`config.mk`:
```
export PLATFORM = sky130hd
export DESIGN_NAME = npq_cfg_regs
export DESIGN_NICKNAME = d
export VERILOG_FILES = /design/src/hw/rtl/npq_pkg.sv /design/src/hw/rtl/npq_cfg_regs.sv
export SDC_FILE = /design/constraint.sdc
export NUM_CORES = 1
export LEC_CHECK = 0
export ABC_AREA = 1
export BUFFER_PORTS_ARGS = -buffer_cell sky130_fd_sc_hd__buf_2
export CORE_AREA = 2 2 169 171
export CTS_CLUSTER_SIZE = 25
export DETAILED_ROUTE_END_ITERATION = 16
export DIE_AREA = 0 0 171 173
export PLACE_DENSITY_LB_ADDON = 0.2
export SLEW_MARGIN = 20
export SYNTH_ARGS = -nofsm -noshare
export SYNTH_HDL_FRONTEND = slang
export SYNTH_SLANG_ARGS = --single-unit
```
`constraint.sdc`:
```
create_clock -name clk -period 6.64 [get_ports clk]
set_input_delay 0.996 -clock clk [delete_from_list [all_inputs] [get_ports clk]]
set_output_delay 0.996 -clock clk [all_outputs]
set_load 0.02 [all_outputs]
```
`src/hw/rtl/npq_pkg.sv`:
```
// Shared types, constants and helper functions for the palette quantizer.
`timescale 1ns / 1ps
package npq_pkg;

  localparam int ENTRIES    = 16;
  localparam int IDX_W      = $clog2(ENTRIES);
  localparam int CH_W       = 8;
  localparam int COLOR_W    = 3 * CH_W;
  localparam int PAIR_REGS  = ENTRIES / 2;
  localparam int PAIR_IDX_W = $clog2(PAIR_REGS);
  localparam int CFG_ADDR_W = 4;
  localparam int CFG_DATA_W = 2 * COLOR_W;
  localparam int SQ_W       = 2 * CH_W;
  localparam int DIST_W     = SQ_W + 2;
  // register stages from input acceptance to the output register
  localparam int PIPE_DEPTH = 6;

  typedef logic [CH_W-1:0]    chan_t;
  typedef logic [COLOR_W-1:0] color_t;
  typedef logic [IDX_W-1:0]   idx_t;
  typedef logic [DIST_W-1:0]  dist_val_t;
  typedef color_t [ENTRIES-1:0] palette_t;

  // distances of one pixel to every palette entry, with its request flags
  typedef struct packed {
    logic                        vld;
    logic                        last;
    dist_val_t [ENTRIES-1:0]     dsq;
  } dist_bus_t;

  // running best candidate in the min tree
  typedef struct packed {
    idx_t      idx;
    dist_val_t dsq;
  } cand_t;

  function automatic chan_t color_red(color_t c);
    return c[3*CH_W-1:2*CH_W];
  endfunction

  function automatic chan_t color_green(color_t c);
    return c[2*CH_W-1:CH_W];
  endfunction

  function automatic chan_t color_blue(color_t c);
    return c[CH_W-1:0];
  endfunction

  function automatic chan_t abs_diff(chan_t a, chan_t b);
    return (a >= b) ? (a - b) : (b - a);
  endfunction

  // a is the lower index; b wins only when strictly closer
  function automatic cand_t pick(cand_t a, cand_t b);
    return (b.dsq < a.dsq) ? b : a;
  endfunction

endpackage

```
`src/hw/rtl/npq_cfg_regs.sv`:
```
// Palette register file: eight 48-bit pair registers unpacked into 16 colors.
`timescale 1ns / 1ps
module npq_cfg_regs import npq_pkg::*; (
  input  logic                  clk,
  input  logic                  rst_n,
  input  logic                  cfg_wr_en,
  input  logic [CFG_ADDR_W-1:0] cfg_index,
  input  logic [CFG_DATA_W-1:0] cfg_wr_data,
  output palette_t              palette
);

  logic [CFG_DATA_W-1:0] pair_r [PAIR_REGS];
  logic                  addr_hit;

  // indexes past the last pair register are dropped
  assign addr_hit = (cfg_index < CFG_ADDR_W'(PAIR_REGS));

  always_ff @(posedge clk) begin
    if (!rst_n) begin
      for (int k = 0; k < PAIR_REGS; k++) begin
        pair_r[k] <= '0;
      end
    end else if (cfg_wr_en && addr_hit) begin
      pair_r[cfg_index[PAIR_IDX_W-1:0]] <= cfg_wr_data;
    end
  end

  // even entry in the low half, odd entry in the high half
  always_comb begin
    for (int k = 0; k < PAIR_REGS; k++) begin
      palette[2*k]   = pair_r[k][COLOR_W-1:0];
      palette[2*k+1] = pair_r[k][CFG_DATA_W-1:COLOR_W];
    end
  end

endmodule

```
==> results of run 1 <==
==> logic make-up (layout without fill, tap and decap cells) <==
family	Yosys count	in the layout	share of synthesized area [%]
compound gates	2	2	0.07344
flops	384	384	84.60
buf+inv	103	569	3.038
simple gates	410	410	12.29
==> layer usage <==
metal  up-vias  share of wire [%]
met5         -                  0
met4         0                4.4
met3        99                 10
met2       528                 48
met1      4461                 37
li1       4015                  -
==> power breakdown <==
| part | internal (uW) | switching, uW | total (uW) | leakage, uW |
|---|---|---|---|---|
| combinational | 116 | 393 | 509 | 0.00285 |
| clock | 1130 | 871 | 2000 | 0.000561 |
| sequential | 2810 | 42.2 | 2850 | 0.00366 |
==> final timing paths <==
check / depth (start not counted) / slack (ns) / endpoint
min: 3 / 0.91 / pair_r[6][29]
max: 6 / 2.98 / pair_r[2][41]
==> final cells by class <==
| class | instances | area, um2 |
|---|---|---|
| multi-input combinational | 412 | 1775 |
| clock buffer | 50 | 1060 |
| tap | 378 | 473.0 |
| sequential | 384 | 11530 |
| inverter | 52 | 195.2 |
| clock inverter | 19 | 91.34 |
| fill | 2161 | 10240 |
| timing repair buffer | 448 | 2267 |
==> stage by stage <==
step           power [uW]  hold WS (ns)  utilization, %  std cells  setup slack [ns]
2_1_floorplan        3175         1.285               -        899             1.262
3_3_place_gp         3404         1.420           58.71       1674             2.622
3_5_place_dp         3411         1.426           58.73       1674             2.480
4_1_cts              5384        0.8893           62.90       1743             3.013
5_1_grt              5505        0.9137           62.95       1743             2.792
6_report             5354        0.9075           62.95       1743             2.977
==> critical path, delay by kind of cell <==
kind	cells	cell delay [ns]
simple gates	4	1.97
buf+inv	2	0.81
==> cell usage in the layout, fill, tap and decap left out <==
cell type	n
clkinv_1	11
nor2_4	1
inv_1	52
clkinv_4	2
clkbuf_1	9
nand2_4	4
nand3_2	2
nand3_4	1
edfxtp_1	384
nor2_1	294
clkinvlp_4	1
buf_2	438
nand2_2	8
clkbuf_16	41
nand2_1	4
buf_4	10
nor3_1	96
o21ai_4	2
clkinv_2	5
==> impl_summary.log, run 1 <==
[metrics] count of maximum capacitance violations: 0
[metrics] global-route wire length before repair: 56710 um
[metrics] CP arrival: 3.82 ns
[metrics] CP max FO: 49
[metrics] most used routing layer: met2
[metrics] Core Footprint: 0.02763 mm2
[metrics] ratio of routed vias to standard cells: 5.223
[metrics] Final period util: 55.16%
[metrics] cell mode on critical path: nand2_2
[metrics] Slowest cell on crit path: nand2_2
[metrics] HPWL after detailed placement: 25460 um
[metrics] cells along the critical path: buf_2, nand2_1, nor2_4, nand2_2, nand2_2, buf_4
[metrics] Slew Viols, Final: 0
[metrics] delay of the slowest cell on the worst path: ~0.83 ns
[metrics] highest clock rate: 273.0 MHz
[metrics] post-layout min period: 3.663 ns
[metrics] number of iterations in the first detailed-routing pass: 5
[metrics] Boundary Pins: 439
[metrics] list of most frequent post-synthesis cells: edfxtp_1 (384), nor2_1 (294), nor3_1 (96), inv_1 (52), clkbuf_1 (27)
[metrics] class of the tightest hold or removal check: input port to flop
[metrics] register bit total from synthesis: 384
[metrics] Clock Path Buffers: 3
[metrics] final RePlAce weighted congestion: 0.7991
[metrics] average detailed-routed wire length per instance: 22.50 um
[metrics] number of buffers added by the clock tree synthesis step: 40
[metrics] number of failing hold endpoints at the final stage: 0
[metrics] Routed Wire Length: 39220 um
[metrics] Die Y-Extent: approximately 170 um
[metrics] Global Route met3 Usage: 7.347%
[metrics] total congestion overflow: 0
[metrics] worst slew slack as a fraction of its limit: 27.40%
[metrics] total global routing track utilization: 26.10%
[metrics] start point of the worst hold path: cfg_wr_data[29]
[metrics] CTS tree: yes
[metrics] crit path launch: rst_n
[metrics] met1 track demand over resource in global routing: 33.09%
[metrics] synthesized netlist cell count: 899
[metrics] total cell area at the placement stage: 0.01623 mm2
[metrics] count of antenna-violating nets left after detailed routing: 0
[metrics] Iter 0 DRT Violations: ~860
[metrics] clock input transition at the sequential cells of the worst setup and hold paths: 0.06 ns
[metrics] number of port buffers: 438
[metrics] Net Count, Synth: 954
[metrics] number of different library cells in the post-synthesis netlist: 13
[metrics] antenna violations before repair: 1
[metrics] final number of setup-violating endpoints: 0
[metrics] proportion of layout cells with a drive suffix above 1: a little under two fifths
[metrics] flip-flop count of the largest register, all copies and words added: roughly 380
[metrics] standard-cell rows: between 60 and 70
[metrics] Non-Filler Cell Area, Final: 0.01739 mm2
[metrics] total power density per cell area: 307.8 mW/mm2
[metrics] largest register by flop count: pair_r
[metrics] leakage power figure: 0.007069 uW
[metrics] area overhead of the layout relative to synthesis: 27.60%
[metrics] Synth Cell Area: 0.01363 mm2
[metrics] YS warnings: 0
[metrics] required time at the worst-slack endpoint: 6.80 ns
[metrics] width of the chip: 171 um
[metrics] Mean Syn Cell Area: ~15 um2
[metrics] share of flip-flops with an asynchronous set or reset after synthesis: 0%
[metrics] die area: slightly below 0.03 mm2
[metrics] largest area contributor in the netlist: edfxtp_1
[metrics] CTS H-tree depth: 2
[metrics] DR DRC count: 0
[metrics] largest registers: pair_r: 384 flops
[metrics] worst slew pin tran: 1.085 ns
[metrics] share of synthesized area occupied by flip-flops and latches: 84.60%
[metrics] Setup Total Neg Slack: 0 ns
[metrics] Post-synth EDFFs: 384
[metrics] net count reported at finish: 1393
[metrics] pin count of the biggest net entering global routing: 56
[metrics] vias in the first global route: a little under 9000
[metrics] worst vdd rail ir drop: 0.0002131 V
[metrics] Critical Path End Type: flop
[metrics] initial standard-cell utilization of the core: 49.33%
[metrics] cell types with the largest area share after synthesis: edfxtp_1 (85%), nor2_1 (8.1%), nor3_1 (3.5%)
[metrics] CTS sink cnt: 384
[metrics] via count: 9103
[metrics] routing usage on met2: 42.44%
[metrics] number of gates resized after CTS: 0
[metrics] top cell type's share of synthesized area: a little over four fifths
[metrics] post-CTS repair timing setup buffer count: 0
[metrics] Critical Path Start Type: input port
[metrics] unrepaired setup endpoints after global routing: no
[metrics] # diodes: 0
[metrics] library cell with the highest instance count after synthesis: edfxtp_1
[metrics] predominant post-synthesis flop cell: edfxtp_1
[metrics] critical setup path kind: input port to flop
[metrics] status: completed
[metrics] CTS hold repair buffers: 0
[metrics] cell chosen for the clock root: clkbuf_16
Note: power is estimated with default switching activity, not from simulation.
==> inputs of run 2 (changes only) <==
Settings changed: ABC_AREA 1 to 0, CORE_AREA 2 2 169 171 to not set, CORE_MARGIN set to 1, CORE_UTILIZATION set to 50, DIE_AREA 0 0 171 173 to not set.
Clock period 6.64 ns to 3.55 ns, I/O delays scaled along.
==> impl_summary.log, run 2 <==
[metrics] min setup slack post-route: 1.607 ns (-1.370 ns)
[metrics] worst slew pin tran: 0.9164 ns (-0.1688 ns)
[metrics] standard-cell rows: 62 (+1.6%)
[metrics] YS warnings: 0 (unchanged)
[metrics] worst slew slack as a fraction of its limit: 38.91% (+12 points)
[metrics] number of iterations in the first detailed-routing pass: 5 (unchanged)
[metrics] cell chosen for the clock root: clkbuf_16
[metrics] Slowest cell on crit path: buf_2
[metrics] post-layout min period: 1.943 ns
[metrics] CP max FO: 40 (-18%)
[metrics] non-filler cells, final: 1741 (-0.11%)
[metrics] final RePlAce weighted congestion: 0.8031 (+0.50%)
[metrics] start point of the worst hold path: cfg_wr_data[3]
[metrics] number of different library cells in the post-synthesis netlist: 16 (+3)
[metrics] count of maximum capacitance violations: 0 (unchanged)
[metrics] average detailed-routed wire length per instance: 23.38 um (+3.9%)
[metrics] width of the chip: 172.6 um (+0.92%)
[metrics] worst vdd rail ir drop: 0.0004341 V (+100%)
[metrics] logic gate share of total power: 10.6% (+1.1 points)
[metrics] most common cell after layout, fill and taps aside: buf_2
[metrics] total power density per cell area: 551.6 mW/mm2 (+79%)
[metrics] net switching power of the design: 2532 uW (+94%)
[metrics] Die Y-Extent: 172.6 um (-0.24%)
[metrics] crit path launch: rst_n
[metrics] Critical Path Start Type: input port
[metrics] status: completed
[metrics] total congestion overflow: 0 (unchanged)
[metrics] Iter 0 DRT Violations: 808 (-5.8%)
[metrics] net switching share of the total power: 25.06% (+0.66 points)
[metrics] pin count of the biggest net entering global routing: 104 (+86%)
[metrics] total chip power: 10100 uW (+89%)
[metrics] top cell type's share of synthesized area: 79.26% (-5.3 points)
[metrics] Post-synth EDFFs: 384 (unchanged)
[metrics] proportion of layout cells with a drive suffix above 1: 44.66% (+6.9 points)
[metrics] CP delay by family, top: buffers and inverters
[metrics] CTS sink cnt: 384 (unchanged)
[metrics] worst slack after detailed placement: 1.062 ns (-1.417 ns)
[metrics] clock input transition at the sequential cells of the worst setup and hold paths: 0.06 ns (about the same)
[metrics] placed cell count: 1676 (+0.12%)
[metrics] cells along the critical path: buf_2, nand4_4, buf_4, o21ai_4, buf_4
[metrics] Clock Path Buffers: 3 (unchanged)
[metrics] final number of setup-violating endpoints: 0 (unchanged)
[metrics] unrepaired setup endpoints after global routing: no
[metrics] CP arrival: 2.12 ns (-1.70 ns)
[metrics] largest area contributor in the netlist: edfxtp_1
[metrics] number of port buffers: 438 (unchanged)
[metrics] flip-flop count of the largest register, all copies and words added: 384 (unchanged)
[metrics] via count: 9629 (+5.8%)
[metrics] CTS tree: yes
[metrics] delay of the slowest cell on the worst path: 0.46 ns (-0.37 ns)
[metrics] Final period util: between 50% and 60%
[metrics] cell mode on critical path: buf_4
[metrics] global-route wire length before repair: 60550 um (+6.8%)
[metrics] library cell with the highest instance count after synthesis: edfxtp_1
[metrics] number of gates resized after CTS: 0 (unchanged)
[metrics] critical setup path kind: input port to flop
[metrics] commonest non-fill, non-tap cells in the layout: buf_2 (438), edfxtp_1 (384), nor3_1 (304)
[metrics] register bit total from synthesis: 384 (unchanged)
[metrics] DR DRC count: 0 (unchanged)
[metrics] Routed Wire Length: 40710 um (+3.8%)
[metrics] Synth Cell Area: 0.01455 mm2 (+6.7%)
[metrics] end of the worst hold path: pair_r[0][3]
[metrics] largest register by flop count: pair_r
[metrics] cell types with the largest area share after synthesis: edfxtp_1 (79%), nor3_1 (10%), nor3_2 (5.5%)
[metrics] internal power: 7569 uW (+87%)
[metrics] required time at the worst-slack endpoint: 3.73 ns (-3.07 ns)
[metrics] CTS H-tree depth: 2 (unchanged)
[metrics] highest clock rate: 514.7 MHz
[metrics] Critical Path End Type: flop
[metrics] leakage power figure: 0.006472 uW (-8.5%)
[metrics] share of flip-flops with an asynchronous set or reset after synthesis: 0% (unchanged)
[metrics] antenna violations before repair: 1 (unchanged)
[metrics] area overhead of the layout relative to synthesis: 25.87%
[metrics] Boundary Pins: 439 (unchanged)
[metrics] predominant post-synthesis flop cell: edfxtp_1
[metrics] number of buffers added by the clock tree synthesis step: 39 (-2.5%)
[metrics] count of antenna-violating nets left after detailed routing: 0 (unchanged)
[metrics] Core Footprint: 0.02870 mm2 (+3.9%)
[metrics] total global routing track utilization: 27.19% (+1.1 points)
[metrics] # diodes: 0 (unchanged)
[metrics] ratio of routed vias to standard cells: 5.531 (+5.9%)
[metrics] post-CTS repair timing setup buffer count: 0 (unchanged)
[metrics] Slew Viols, Final: 0 (unchanged)
[metrics] number of stages on the worst hold path: 3 (unchanged)
[metrics] CTS hold repair buffers: 0 (unchanged)
[metrics] list of most frequent post-synthesis cells: edfxtp_1 (384), nor3_1 (304), nor3_2 (80), clkinv_1 (48), clkbuf_1 (42)
[metrics] share of synthesized area occupied by flip-flops and latches: 79.26% (-5.3 points)
[metrics] synthesized netlist cell count: 916 (+1.9%)
[metrics] HPWL after detailed placement: 25520 um (+0.27%)
[metrics] Buffers & Inverters on Critical Path: 3 (+1)
[metrics] share of total power in the clock network: 36.7% (-0.6 points)
[metrics] net count reported at finish: 1388 (-0.36%)
[metrics] sequential power share: 52.6% (-0.6 points)
[metrics] initial standard-cell utilization of the core: 50.69% (+1.4 points)
[metrics] Mean Syn Cell Area: 15.88 um2 (+4.8%)
[metrics] largest registers: pair_r: 384 flops
[metrics] vias in the first global route: 9568 (+7.3%)
[metrics] number of failing hold endpoints at the final stage: 0 (unchanged)
[metrics] die area: 0.02978 mm2 (+0.68%)
[metrics] Net Count, Synth: 971 (+1.8%)
[metrics] class of the tightest hold or removal check: input port to flop
run 2: cell types whose count changed after synthesis, moves of 7 or more:
cell	delta
buf_2	+7
buf_4	+7
clkbuf_1	+15
clkinv_1	+48
inv_1	-52
nand2_1	-16
nor2_1	-294
nor3_1	+208
nor3_2	+80
run 2: per-layer routing:
| metal | part of all wire [%] | GRT usage [%] | vias up |
|---|---|---|---|
| met5 | 0.025 | 0 | - |
| met4 | 3.5 | 10.19 | 2 |
| met3 | 8.5 | 6.508 | 82 |
| met2 | 50 | 45.09 | 459 |
| met1 | 38 | 34.90 | 4782 |
| li1 | - | - | 4304 |
run 2: per-stage QoR:
step / cell area, um2 / hold slack [ns] / TNS (ns) / utilization [%]
after floorplan: 14550 / 0.8638 / -42.06 / -
after global placement: 17190 / 0.9731 / 0 / 59.87
after detailed placement: 17190 / 0.9743 / 0 / 59.87
after CTS: 18310 / 0.4929 / 0 / 63.79
after global routing: 18310 / 0.5099 / 0 / 63.80
final: 18310 / 0.5110 / 0 / 63.80
run 2: power groups by stage:
| stage | sequential [uW] | combinational, uW | clock [uW] |
|---|---|---|---|
| finish | 5320 | 1080 | 3710 |
| global route | 5340 | 1120 | 3940 |
| CTS | 5320 | 1080 | 3770 |
| detailed placement | 5410 | 1080 | 0 |
| global placement | 5410 | 1070 | 0 |
| floorplan | 5780 | 252 | 0 |
run 2: cells by family after synthesis:
logic type | count (synthesis) | synth area share (%)
simple gates | 390 | 16.48
buf+inv | 134 | 3.990
compound gates | 8 | 0.2752
flops | 384 | 79.26
run 2: area by class of cell:
type,count,area [um2]
Clock buffer,46,1002
Fill cell,2210,10390
Clock inverter,19,121.4
Tap cell,384,480.5
Timing Repair Buffer,462,2426
Inverter,48,180.2
Multi-Input combinational cell,398,2571
Sequential cell,384,11530
run 2: worst max path at each step:
stage	to	slack (ns)	cells past startpoint
2_1_floorplan	pair_r[6][0]	-0.13	4
3_3_place_gp	pair_r[6][10]	1.11	5
3_5_place_dp	pair_r[6][10]	1.06	5
4_1_cts	pair_r[6][32]	1.61	5
5_1_grt	pair_r[6][21]	1.56	5
6_report	pair_r[6][10]	1.61	5
