<file path="src/hw/rtl/npq_pkg.sv">
// Shared types, constants and helper functions for the palette quantizer.
`timescale 1ns / 1ps
package npq_pkg;

  localparam int ENTRIES    = 16;
  localparam int IDX_W      = $clog2(ENTRIES);
  localparam int CH_W       = 8;
  localparam int COLOR_W    = 3 * CH_W;
  localparam int PAIR_REGS  = ENTRIES / 2;
  localparam int PAIR_IDX_W = $clog2(PAIR_REGS);
  localparam int CFG_ADDR_W = 4;
  localparam int CFG_DATA_W = 2 * COLOR_W;
  localparam int SQ_W       = 2 * CH_W;
  localparam int DIST_W     = SQ_W + 2;
  // register stages from input acceptance to the output register
  localparam int PIPE_DEPTH = 6;

  typedef logic [CH_W-1:0]    chan_t;
  typedef logic [COLOR_W-1:0] color_t;
  typedef logic [IDX_W-1:0]   idx_t;
  typedef logic [DIST_W-1:0]  dist_val_t;
  typedef color_t [ENTRIES-1:0] palette_t;

  // distances of one pixel to every palette entry, with its request flags
  typedef struct packed {
    logic                        vld;
    logic                        last;
    dist_val_t [ENTRIES-1:0]     dsq;
  } dist_bus_t;

  // running best candidate in the min tree
  typedef struct packed {
    idx_t      idx;
    dist_val_t dsq;
  } cand_t;

  function automatic chan_t color_red(color_t c);
    return c[3*CH_W-1:2*CH_W];
  endfunction

  function automatic chan_t color_green(color_t c);
    return c[2*CH_W-1:CH_W];
  endfunction

  function automatic chan_t color_blue(color_t c);
    return c[CH_W-1:0];
  endfunction

  function automatic chan_t abs_diff(chan_t a, chan_t b);
    return (a >= b) ? (a - b) : (b - a);
  endfunction

  // a is the lower index; b wins only when strictly closer
  function automatic cand_t pick(cand_t a, cand_t b);
    return (b.dsq < a.dsq) ? b : a;
  endfunction

endpackage

</file>
<file path="src/hw/rtl/npq_select.sv">
// Min-distance tree over two stages, then palette lookup into the output register.
`timescale 1ns / 1ps
module npq_select import npq_pkg::*; (
  input  logic      clk,
  input  logic      rst_n,
  input  palette_t  palette,
  input  dist_bus_t din,
  output logic      din_rdy,
  output logic      out_vld,
  input  logic      out_rdy,
  output idx_t      out_idx,
  output color_t    out_color,
  output logic      out_last
);

  logic   s4_vld_r, s5_vld_r, out_vld_r;
  logic   s4_last_r, s5_last_r, out_last_r;
  logic   en4, en5, en6;
  cand_t  s4_cand_r [ENTRIES/4];
  cand_t  s5_best_r;
  idx_t   out_idx_r;
  color_t out_color_r;

  cand_t  leaf [ENTRIES];
  cand_t  lvl1 [ENTRIES/2];
  cand_t  lvl2 [ENTRIES/4];
  cand_t  lvl3 [ENTRIES/8];
  cand_t  best_nxt;

  assign en6     = !out_vld_r || out_rdy;
  assign en5     = !s5_vld_r || en6;
  assign en4     = !s4_vld_r || en5;
  assign din_rdy = en4;

  always_ff @(posedge clk) begin
    if (!rst_n) begin
      s4_vld_r  <= 1'b0;
      s5_vld_r  <= 1'b0;
      out_vld_r <= 1'b0;
    end else begin
      if (en4) s4_vld_r  <= din.vld;
      if (en5) s5_vld_r  <= s4_vld_r;
      if (en6) out_vld_r <= s5_vld_r;
    end
  end

  // first two tree levels: 16 candidates down to 4
  always_comb begin
    for (int i = 0; i < ENTRIES; i++) begin
      leaf[i].idx = IDX_W'(i);
      leaf[i].dsq = din.dsq[i];
    end
    for (int k = 0; k < ENTRIES/2; k++) begin
      lvl1[k] = pick(leaf[2*k], leaf[2*k+1]);
    end
    for (int k = 0; k < ENTRIES/4; k++) begin
      lvl2[k] = pick(lvl1[2*k], lvl1[2*k+1]);
    end
  end

  // last two tree levels: 4 down to 1
  always_comb begin
    for (int k = 0; k < ENTRIES/8; k++) begin
      lvl3[k] = pick(s4_cand_r[2*k], s4_cand_r[2*k+1]);
    end
    best_nxt = pick(lvl3[0], lvl3[1]);
  end

  always_ff @(posedge clk) begin
    if (en4) begin
      s4_last_r <= din.last;
      for (int k = 0; k < ENTRIES/4; k++) begin
        s4_cand_r[k] <= lvl2[k];
      end
    end
    if (en5) begin
      s5_last_r <= s4_last_r;
      s5_best_r <= best_nxt;
    end
    // output register: winning index and its color
    if (en6) begin
      out_last_r  <= s5_last_r;
      out_idx_r   <= s5_best_r.idx;
      out_color_r <= palette[s5_best_r.idx];
    end
  end

  assign out_vld   = out_vld_r;
  assign out_idx   = out_idx_r;
  assign out_color = out_color_r;
  assign out_last  = out_last_r;

endmodule

</file>
<file path="config.mk">
export PLATFORM = sky130hd
export DESIGN_NAME = npq_select
export DESIGN_NICKNAME = d
export VERILOG_FILES = /design/src/hw/rtl/npq_pkg.sv /design/src/hw/rtl/npq_select.sv
export SDC_FILE = /design/constraint.sdc
export NUM_CORES = 1
export LEC_CHECK = 0
export ABC_AREA = 1
export BUFFER_PORTS_ARGS = -buffer_cell sky130_fd_sc_hd__buf_2
export CAP_MARGIN = 5
export CELL_PAD_IN_SITES_DETAIL_PLACEMENT = 0
export CELL_PAD_IN_SITES_GLOBAL_PLACEMENT = 2
export CORE_AREA = 2 2 273 275
export DETAILED_ROUTE_END_ITERATION = 10
export DIE_AREA = 0 0 275 277
export GPL_ROUTABILITY_DRIVEN = 1
export HOLD_SLACK_MARGIN = 0.12
export PLACE_DENSITY = 0.83
export SKIP_CTS_REPAIR_TIMING = 1
export SYNTH_ARGS = -nofsm -noshare
export SYNTH_HDL_FRONTEND = slang
export SYNTH_SLANG_ARGS = --single-unit
</file>
<file path="constraint.sdc">
create_clock -name clk -period 10.5 [get_ports clk]
set_clock_uncertainty 0.15 [all_clocks]
set_input_delay 2.1 -clock clk [delete_from_list [all_inputs] [get_ports clk]]
set_output_delay 2.1 -clock clk [all_outputs]
set_load 0.1 [all_outputs]
</file>
==> results.toml, run 1 <==
[final_layout]
drive_gt1_share_pct = 25.0
seqCellArea_um2 = 3510
nNetsFinal = 4088
final_cell_mix = "buf_2 (707), nand2_1 (596), inv_1 (441)"
fillers = 8338
final_area_um2 = 22000
multiInputGateArea_um2 = 11300
area_delta_synth_final_pct = 29.1
final_common_cell = "buf_2"

[critical_path]
cp_common_cell = "nand2_1"
r2r_cells = 16
crit_fanout = 36
path_class = "in2reg"
cp.arrival_ns = 6.58
cp.required_ns = 10.55
start_kind = "input pin"
slowest_delay_ns = 0.75
cp_num_buf_inv = 3
crit_family = "compound AO/OA/AOI/OAI gates"
worstSetupEndpointType = "flip-flop"
cp.depth = 18
critPathSlowestCell = "o21ai_0"
cp_cell_sequence = "buf_2 -> inv_1 -> ha_1 -> nand2_1 -> inv_1 -> o21bai_1 -> nand2_1 -> a21oi_2 -> nand3_2 -> o21ai_0 -> ha_1 -> a21oi_1 -> o21a_1 -> o221ai_1 -> a21oi_2 -> nand2_1 -> nand2_1 -> nand2_1"
rrSetupSlack_ns = 6.28

[global_route]
grt_max_degree = 167
grt_pass1_wl_um = 109000
grt_overflow = 0
grt_usage_pct = 19.2
grt_pass1_vias = 18267
antenna_found_initial = 35

[clocking]
clkTransAtPathRegs_ns = 0.06
clock_sinks = 118
clk_latency_ns = 0.46
ctsHtreeMaxLevel = 4
clock_path_buffers = 2
clockRootBuffer = "clkbuf_16"
cts_tree = "done"
cts_buffers = 17

[detailed_routing]
firstDrtPassIters = 5
routed_wl_um = 75800
wl_per_cell_um = 18.2
remaining_drc_errors = 0
ant_nets = 0
viasPerCell = 4.47
drt_iter0_markers = 825
via_count = 18561

[run]
cap_violations = 0

[timing]
fin_setup_tns_ns = 0
rsz0062_at_grt = "false"
hold_slack_ns = 0.270
tightest_slew_ns = 0.973
setup_viol_count_final = 0
fmax_mhz = 153
finalWorstSetupSlack_ns = 3.97
hold_violations = 0
slew_violations = 0
slew_headroom_pct = 35.0
min_period_ns = 6.53
min_period_over_period_pct = 62.2

[synth]
yosysWarnings = 0
synth_edf_count = 115
ys_ff_latch = 118
synth_ff_type = "edfxtp_1"
syn_inst = 2538
async_reset_ff_share_pct = 0
yosys.cell_types.count = 34
syn_avg_cell_area_um2 = 6.73
synth-seq-area-share_pct = 20.6
synthesis.nets = 3470
syn-cell-area_um2 = 17100

[power_and_ir_drop]
power_density_nw_per_um2 = 208
power_uw = 4590
ir_drop_mv = 0.204
power_leakage_uw = 0.0121

[floorplanning]
initial_core_util_pct = 23.2
die_w_um = 275
rows = 100
coreArea_um2 = 73600
die_h_um = 277
die_area_um2 = 76200
ioPinCount = 708

[placed_design]
gp_congestion = 0.828
portBuffers = 707
hpwlAfterDp_um = 65100
placed_cell_area_um2 = 21400
dp_slack_ns = 3.46

[hold_path]
hp-class = "reg2reg"
whs_path_depth = 0

[run_status]
status = "finished clean"
[area by class of cell]
class                      instances  share of cell area, %
sequential                       118                   15.9
clock inverter                    15                  0.857
timing repair buffer             723                   16.7
clock buffer                      17                   1.93
tap                              969                   5.50
antenna                           15                  0.170
inverter                         445                   7.59
multi-input combinational       1851                   51.4
[stage by stage]
step,std cells,utilization (%)
global placement,4106,29.1
CTS,4138,29.9
global route,4147,29.9
detailed placement,4106,29.1
finish,4153,30.0
floorplan,2538,-
[worst reg2reg max path: cells and delay by family (launching register included)]
kind / cells / cell delay (ns)
AO/OA/AOI/OAI: 6 / 1.51
adder cells (fa/ha/maj): 2 / 0.65
flip-flops: 1 / 0.42
AND/OR/NAND/NOR: 8 / 1.26
[cells in the mapped netlist (25+ instances only)]
library cell | number | area [µm²]
nand4_1 | 25 | 156
buf_2 | 46 | 230
inv_1 | 441 | 1660
ha_1 | 255 | 3190
o211ai_1 | 96 | 721
clkbuf_1 | 61 | 229
a21oi_1 | 193 | 966
nand2_1 | 598 | 2240
mux2i_1 | 96 | 961
o21ai_0 | 284 | 1420
nand3_1 | 129 | 646
edfxtp_1 | 115 | 3450
nor2_1 | 63 | 236
[metal layers]
metal / GRT usage (%) / wire length (µm) / vias to the layer above
met3: 3.07 / 3330 / 98
met5: 0 / 67 / -
li1: - / - / 9782
met1: 20.5 / 29000 / 8211
met2: 37.9 / 41400 / 460
met4: 5.63 / 1970 / 10
[flip-flops by register name, summed over array words and instances, names as in the netlist]
name,flops
out_last,1
s5_best_r,4
out_idx,4
out_color,24
s5_last_r,1
out_vld,1
s4_cand_r,80
s5_vld_r,1
s4_last_r,1
s4_vld_r,1
[final timing paths]
path                      to             start
max          s4_cand_r[0][1]           din[15]
min                 out_last         s5_last_r
max reg2reg    s5_best_r[18]  s4_cand_r[1][17]
min reg2reg         out_last         s5_last_r
[power by group]
group          internal [µW]  leakage, µW  switching, µW
Clock                    379     0.000303            248
Sequential               764      0.00126           75.5
Combinational            960       0.0105           2170
Total                   2100       0.0121           2490
[kinds of logic (layout without fill, tap and decap cells)]
logic type,count (synthesis),in the layout,share of synthesized area [%]
AO/OA/AOI/OAI,637,637,20.8
adder cells (fa/ha/maj),255,255,18.7
buffers and inverters,569,1200,13.2
AND/OR/NAND/NOR,863,863,21.1
flip-flops,118,118,20.6
multiplexers,96,96,5.63
other,0,15,0
Note: power is estimated with default switching activity, not from simulation.
==> run 2: changes to the inputs <==
Settings changed: CORE_AREA 2 2 273 275 to 2 2 275 277, DIE_AREA 0 0 275 277 to 0 0 277 279, PLACE_DENSITY 0.83 to 0.82.
Clock period 10.5 ns to 6.5 ns, I/O delays scaled along.
==> run 2 against run 1 <==
  * Register-to-register slack got worse by 4.1 ns
  * Hold slack improved by 0.0030 ns
  * Cell count rose by 0.46%
  * Critical path depth rose by 2
==> results.toml, run 2 (synthesized netlist as in run 1, its figures left out) <==
[global_route]
grt_pass1_vias = 18632
grt_pass1_wl_um = 114000
grt_overflow = 0
antenna_found_initial = 34
grt_usage_pct = 19.7
grt_max_degree = 68

[timing]
tightest_slew_ns = 1.03
fin_setup_tns_ns = 0
slew_headroom_pct = 31.6
slew_violations = 0
fmax_mhz = 190
finalWorstSetupSlack_ns = 1.23
min_period_over_period_pct = 81.0
hold_violations = 0
setup_viol_count_final = 0
min_period_ns = 5.27
rsz0062_at_grt = "false"

[clocking]
clockRootBuffer = "clkbuf_16"
clkTransAtPathRegs_ns = 0.06
clock_path_buffers = 2
ctsHtreeMaxLevel = 4
cts_tree = "done"
cts_buffers = 17
clock_sinks = 118
clk_latency_ns = 0.47

[floorplanning]
die_area_um2 = 77300
die_w_um = 277
ioPinCount = 708
initial_core_util_pct = 23.0
coreArea_um2 = 74100
die_h_um = 279
rows = 100

[detailed_routing]
firstDrtPassIters = 5
drt_iter0_markers = 983
remaining_drc_errors = 0
routed_wl_um = 78400
ant_nets = 0
wl_per_cell_um = 18.8
viasPerCell = 4.51
via_count = 18802

[final_layout]
nNetsFinal = 4108
final_common_cell = "buf_2"
final_area_um2 = 22100
drive_gt1_share_pct = 25.4
area_delta_synth_final_pct = 29.7
final_cell_mix = "buf_2 (707), nand2_1 (597), inv_1 (441)"
largest_reg_flops = 80
top_register = "s4_cand_r"

[placed_design]
dp_slack_ns = 0.730
placed_cell_area_um2 = 21500
portBuffers = 707
hpwlAfterDp_um = 67900
gp_congestion = 0.847

[power_and_ir_drop]
p_seq_share_pct = 18.6
power_leakage_uw = 0.0122
p_int_uw = 3390
switchingPower_uw = 4110
p_comb_share_pct = 68.3
power_density_nw_per_um2 = 339
ir_drop_mv = 0.198
p_clk_share_pct = 13.1
sw_frac_of_total_pct = 54.8
power_uw = 7500

[critical_path]
slowest_delay_ns = 0.68
cp.required_ns = 6.57
start_kind = "input pin"
cp_cell_sequence = "buf_2 -> inv_1 -> ha_1 -> nand2_1 -> inv_1 -> o21bai_1 -> nand2_1 -> a21oi_2 -> nand3_2 -> o21ai_0 -> inv_1 -> ha_1 -> inv_1 -> nor4_1 -> inv_1 -> nor4_1 -> nand2_1 -> nand2_1 -> buf_4 -> inv_1"
crit_fanout = 36
crit_family = "simple AND/OR/NAND/NOR gates"
cp.arrival_ns = 5.34
path_class = "in2reg"
cp_common_cell = "inv_1"
cp_num_buf_inv = 8
startpoint = "din[159]"
worstSetupEndpointType = "flip-flop"
timing.rr.start = "s4_cand_r[1][13]"
critPathSlowestCell = "o21ai_0"

[run]
cap_violations = 0

[hold_path]
hp-class = "reg2reg"
worstHoldStart = "s5_last_r"

[run_status]
status = "finished clean"
## run 2: layout make-up
cell class,instances,area [µm²]
Timing Repair Buffer,743,3810
Tap cell,969,1210
Clock inverter,15,166
Fill cell,8378,51900
Inverter,445,1670
Clock buffer,17,425
Sequential cell,118,3510
Multi-Input combinational cell,1851,11300
Antenna cell,14,35.0
## run 2: layer usage
metal | GRT usage, % | part of all wire [%]
met2 | 38.6 | 53
met3 | 3.36 | 4.3
met1 | 21.2 | 39
met5 | 0 | 0.061
met4 | 6.68 | 3.5
## run 2: worst register-to-register path: stages (launching register included)
cell	delay [ns]
edfxtp_1	0.44
ha_1	0.35
a21oi_1	0.15
nand2_1	0.07
nand2_1	0.05
nand2_1	0.05
nor2_1	0.13
nand2_1	0.58
o21ai_0	0.63
ha_1	0.32
nand2_1	0.08
nor2_1	0.05
a211oi_1	0.18
o221ai_1	0.17
a21oi_1	0.29
nand2_1	0.17
nand2_1	0.09
nand2_1	0.11
## run 2: final timing paths
path	end	slack, ns	cells after the start
min	out_last	0.27	0
max reg2reg	s5_best_r[19]	2.18	17
min reg2reg	out_last	0.27	0
max	s4_cand_r[2][19]	1.23	20
## run 2: power by group through the flow
| stage | registers [µW] | clock network (µW) | logic (µW) |
|---|---|---|---|
| final | 1390 | 983 | 5130 |
| after CTS | 1400 | 1020 | 5210 |
| after detailed placement | 1410 | 0 | 5200 |
| after global placement | 1410 | 0 | 5170 |
| after floorplan | 2000 | 0 | 2970 |
| after global routing | 1420 | 1050 | 5770 |
## run 2: stage by stage
stage          instances  utilization, %  hold slack, ns
3_3_place_gp        4126            29.0           0.257
4_1_cts             4158            29.8           0.281
6_report            4172            29.9           0.273
2_1_floorplan       2538               -           0.250
5_1_grt             4167            29.9           0.287
3_5_place_dp        4126            29.0           0.260
==> run 3: changes to the inputs <==
Clock period 6.5 ns to 4.95 ns, I/O delays scaled along.
==> run 3 against run 2 <==
  * Clock power increased by 30%
  * Total power increased by 33%
  * Clock-buffer cell count unchanged
  * Wire length increased by 0.80%
==> results.toml, run 3 (synthesized netlist as in run 1, its figures left out) <==
[global_route]
grt_max_degree = 79
grtUsageMet2_pct = 37.3
grt_pass1_wl_um = 114000
grt_use_met3_pct = 2.77
grt_overflow = 0
use_met1_pct = 21.8
grt_usage_pct = 19.8
top_usage_layer = "met2"
antenna_found_initial = 33
grt_pass1_vias = 18613

[floorplanning]
coreArea_um2 = 74100
rows = 100
die_area_um2 = 77300
ioPinCount = 708
die_h_um = 279
initial_core_util_pct = 23.0
die_w_um = 277

[critical_path]
start_kind = "input pin"
cp.required_ns = 5.01
worstSetupEndpointType = "flip-flop"
slowest_delay_ns = 0.38
cp.arrival_ns = 4.31
r2r_end = "s5_best_r[18]"
timing.rr.start = "s4_cand_r[2][17]"
endpoint = "s4_cand_r[1][17]"
crit_fanout = 19
path_class = "in2reg"
critPathSlowestCell = "nor4_1"
r2r_cells = 19
rrSetupSlack_ns = 0.91
startpoint = "din[85]"
cp_common_cell = "nand2_1"

[clocking]
clock_sinks = 118
ctsHtreeMaxLevel = 4
clk_latency_ns = 0.46
clkTransAtPathRegs_ns = 0.07
clock_path_buffers = 2
cts_tree = "done"
cts_buffers = 17
clockRootBuffer = "clkbuf_16"

[final_layout]
final_area_um2 = 22500
postLayoutCoreUtil_pct = 30.4
fin_cells = 4219
final_cell_mix = "buf_2 (707), nand2_1 (596), inv_1 (441)"
largest_reg_flops = 80
multiInputGateArea_um2 = 11300
drive_gt1_share_pct = 26.4
nNetsFinal = 4149
fillers = 8307
area_delta_synth_final_pct = 31.9
top_register = "s4_cand_r"
seqCellArea_um2 = 3510
final_common_cell = "buf_2"

[run_status]
status = "finished clean"

[timing]
hold_violations = 0
min_period_over_period_pct = 85.9
slew_violations = 0
tightest_slew_ns = 0.828
rsz0062_at_grt = "false"
min_period_ns = 4.25
setup_viol_count_final = 0
fin_setup_tns_ns = 0
hold_slack_ns = 0.275
fmax_mhz = 235
slew_headroom_pct = 44.2

[detailed_routing]
viasPerCell = 4.50
wl_per_cell_um = 18.7
via_count = 18974
routed_wl_um = 79000
remaining_drc_errors = 0
ant_nets = 0
firstDrtPassIters = 5
drt_iter0_markers = 912

[run]
cap_violations = 0

[power_and_ir_drop]
power_density_nw_per_um2 = 442
power_leakage_uw = 0.0124
ir_drop_mv = 0.203

[placed_design]
portBuffers = 707
gp_congestion = 0.864
post-place-cells = 4167
hpwlAfterDp_um = 68500
placed_cell_area_um2 = 21900

[hold_path]
worstHoldStart = "s4_last_r"
hp-class = "reg2reg"
[run 3: cell types whose count changed in the layout (fill, tap and decap cells not counted), moves of 2 or more]
cell / previous run / this run
buf_4: 36 / 72
diode_2: 14 / 20
buf_12: 0 / 5
inv_8: 1 / 4
inv_6: 7 / 5
[run 3: how the worst min path moves through the flow]
stage / slack [ns] / endpoint / cells after the start
6_report: 0.28 / s5_last_r / 0
5_1_grt: 0.28 / out_last / 0
4_1_cts: 0.28 / out_last / 0
3_5_place_dp: 0.26 / s5_last_r / 0
3_3_place_gp: 0.25 / s5_last_r / 0
2_1_floorplan: 0.25 / out_last / 0
[run 3: through the flow]
| stage | total power (µW) | setup slack [ns] |
|---|---|---|
| floorplan | 6530 | 0.564 |
| global placement | 8750 | 0.228 |
| detailed placement | 8790 | 0.174 |
| CTS | 10100 | 0.712 |
| global route | 10900 | 0.331 |
| finish | 9950 | 0.696 |
[run 3: area by class of cell]
| type | count | area share (%) |
|---|---|---|
| Antenna cell | 20 | 0.222 |
| Clock inverter | 15 | 0.700 |
| Multi-Input combinational cell | 1851 | 50.2 |
| Timing Repair Buffer | 784 | 18.6 |
| Tap cell | 969 | 5.38 |
| Inverter | 445 | 7.42 |
| Sequential cell | 118 | 15.6 |
| Clock buffer | 17 | 1.89 |
[run 3: critical path: cells and delay by family]
family                     cells  cell delay (ns)
AOI/OAI and AO/OA              1             0.12
buffers and inverters          9             1.13
adders and majority gates      2             0.60
and+or+nand+nor               13             1.46
[run 3: metal layers]
layer,share of wire [%],up-vias
met2,52,601
li1,-,9928
met5,0.047,-
met3,4.6,125
met1,39,8314
met4,4.4,6
[run 3: power breakdown]
group	switching, µW	internal, µW
Sequential	190	1620
Clock	568	711
Combinational	4700	2160
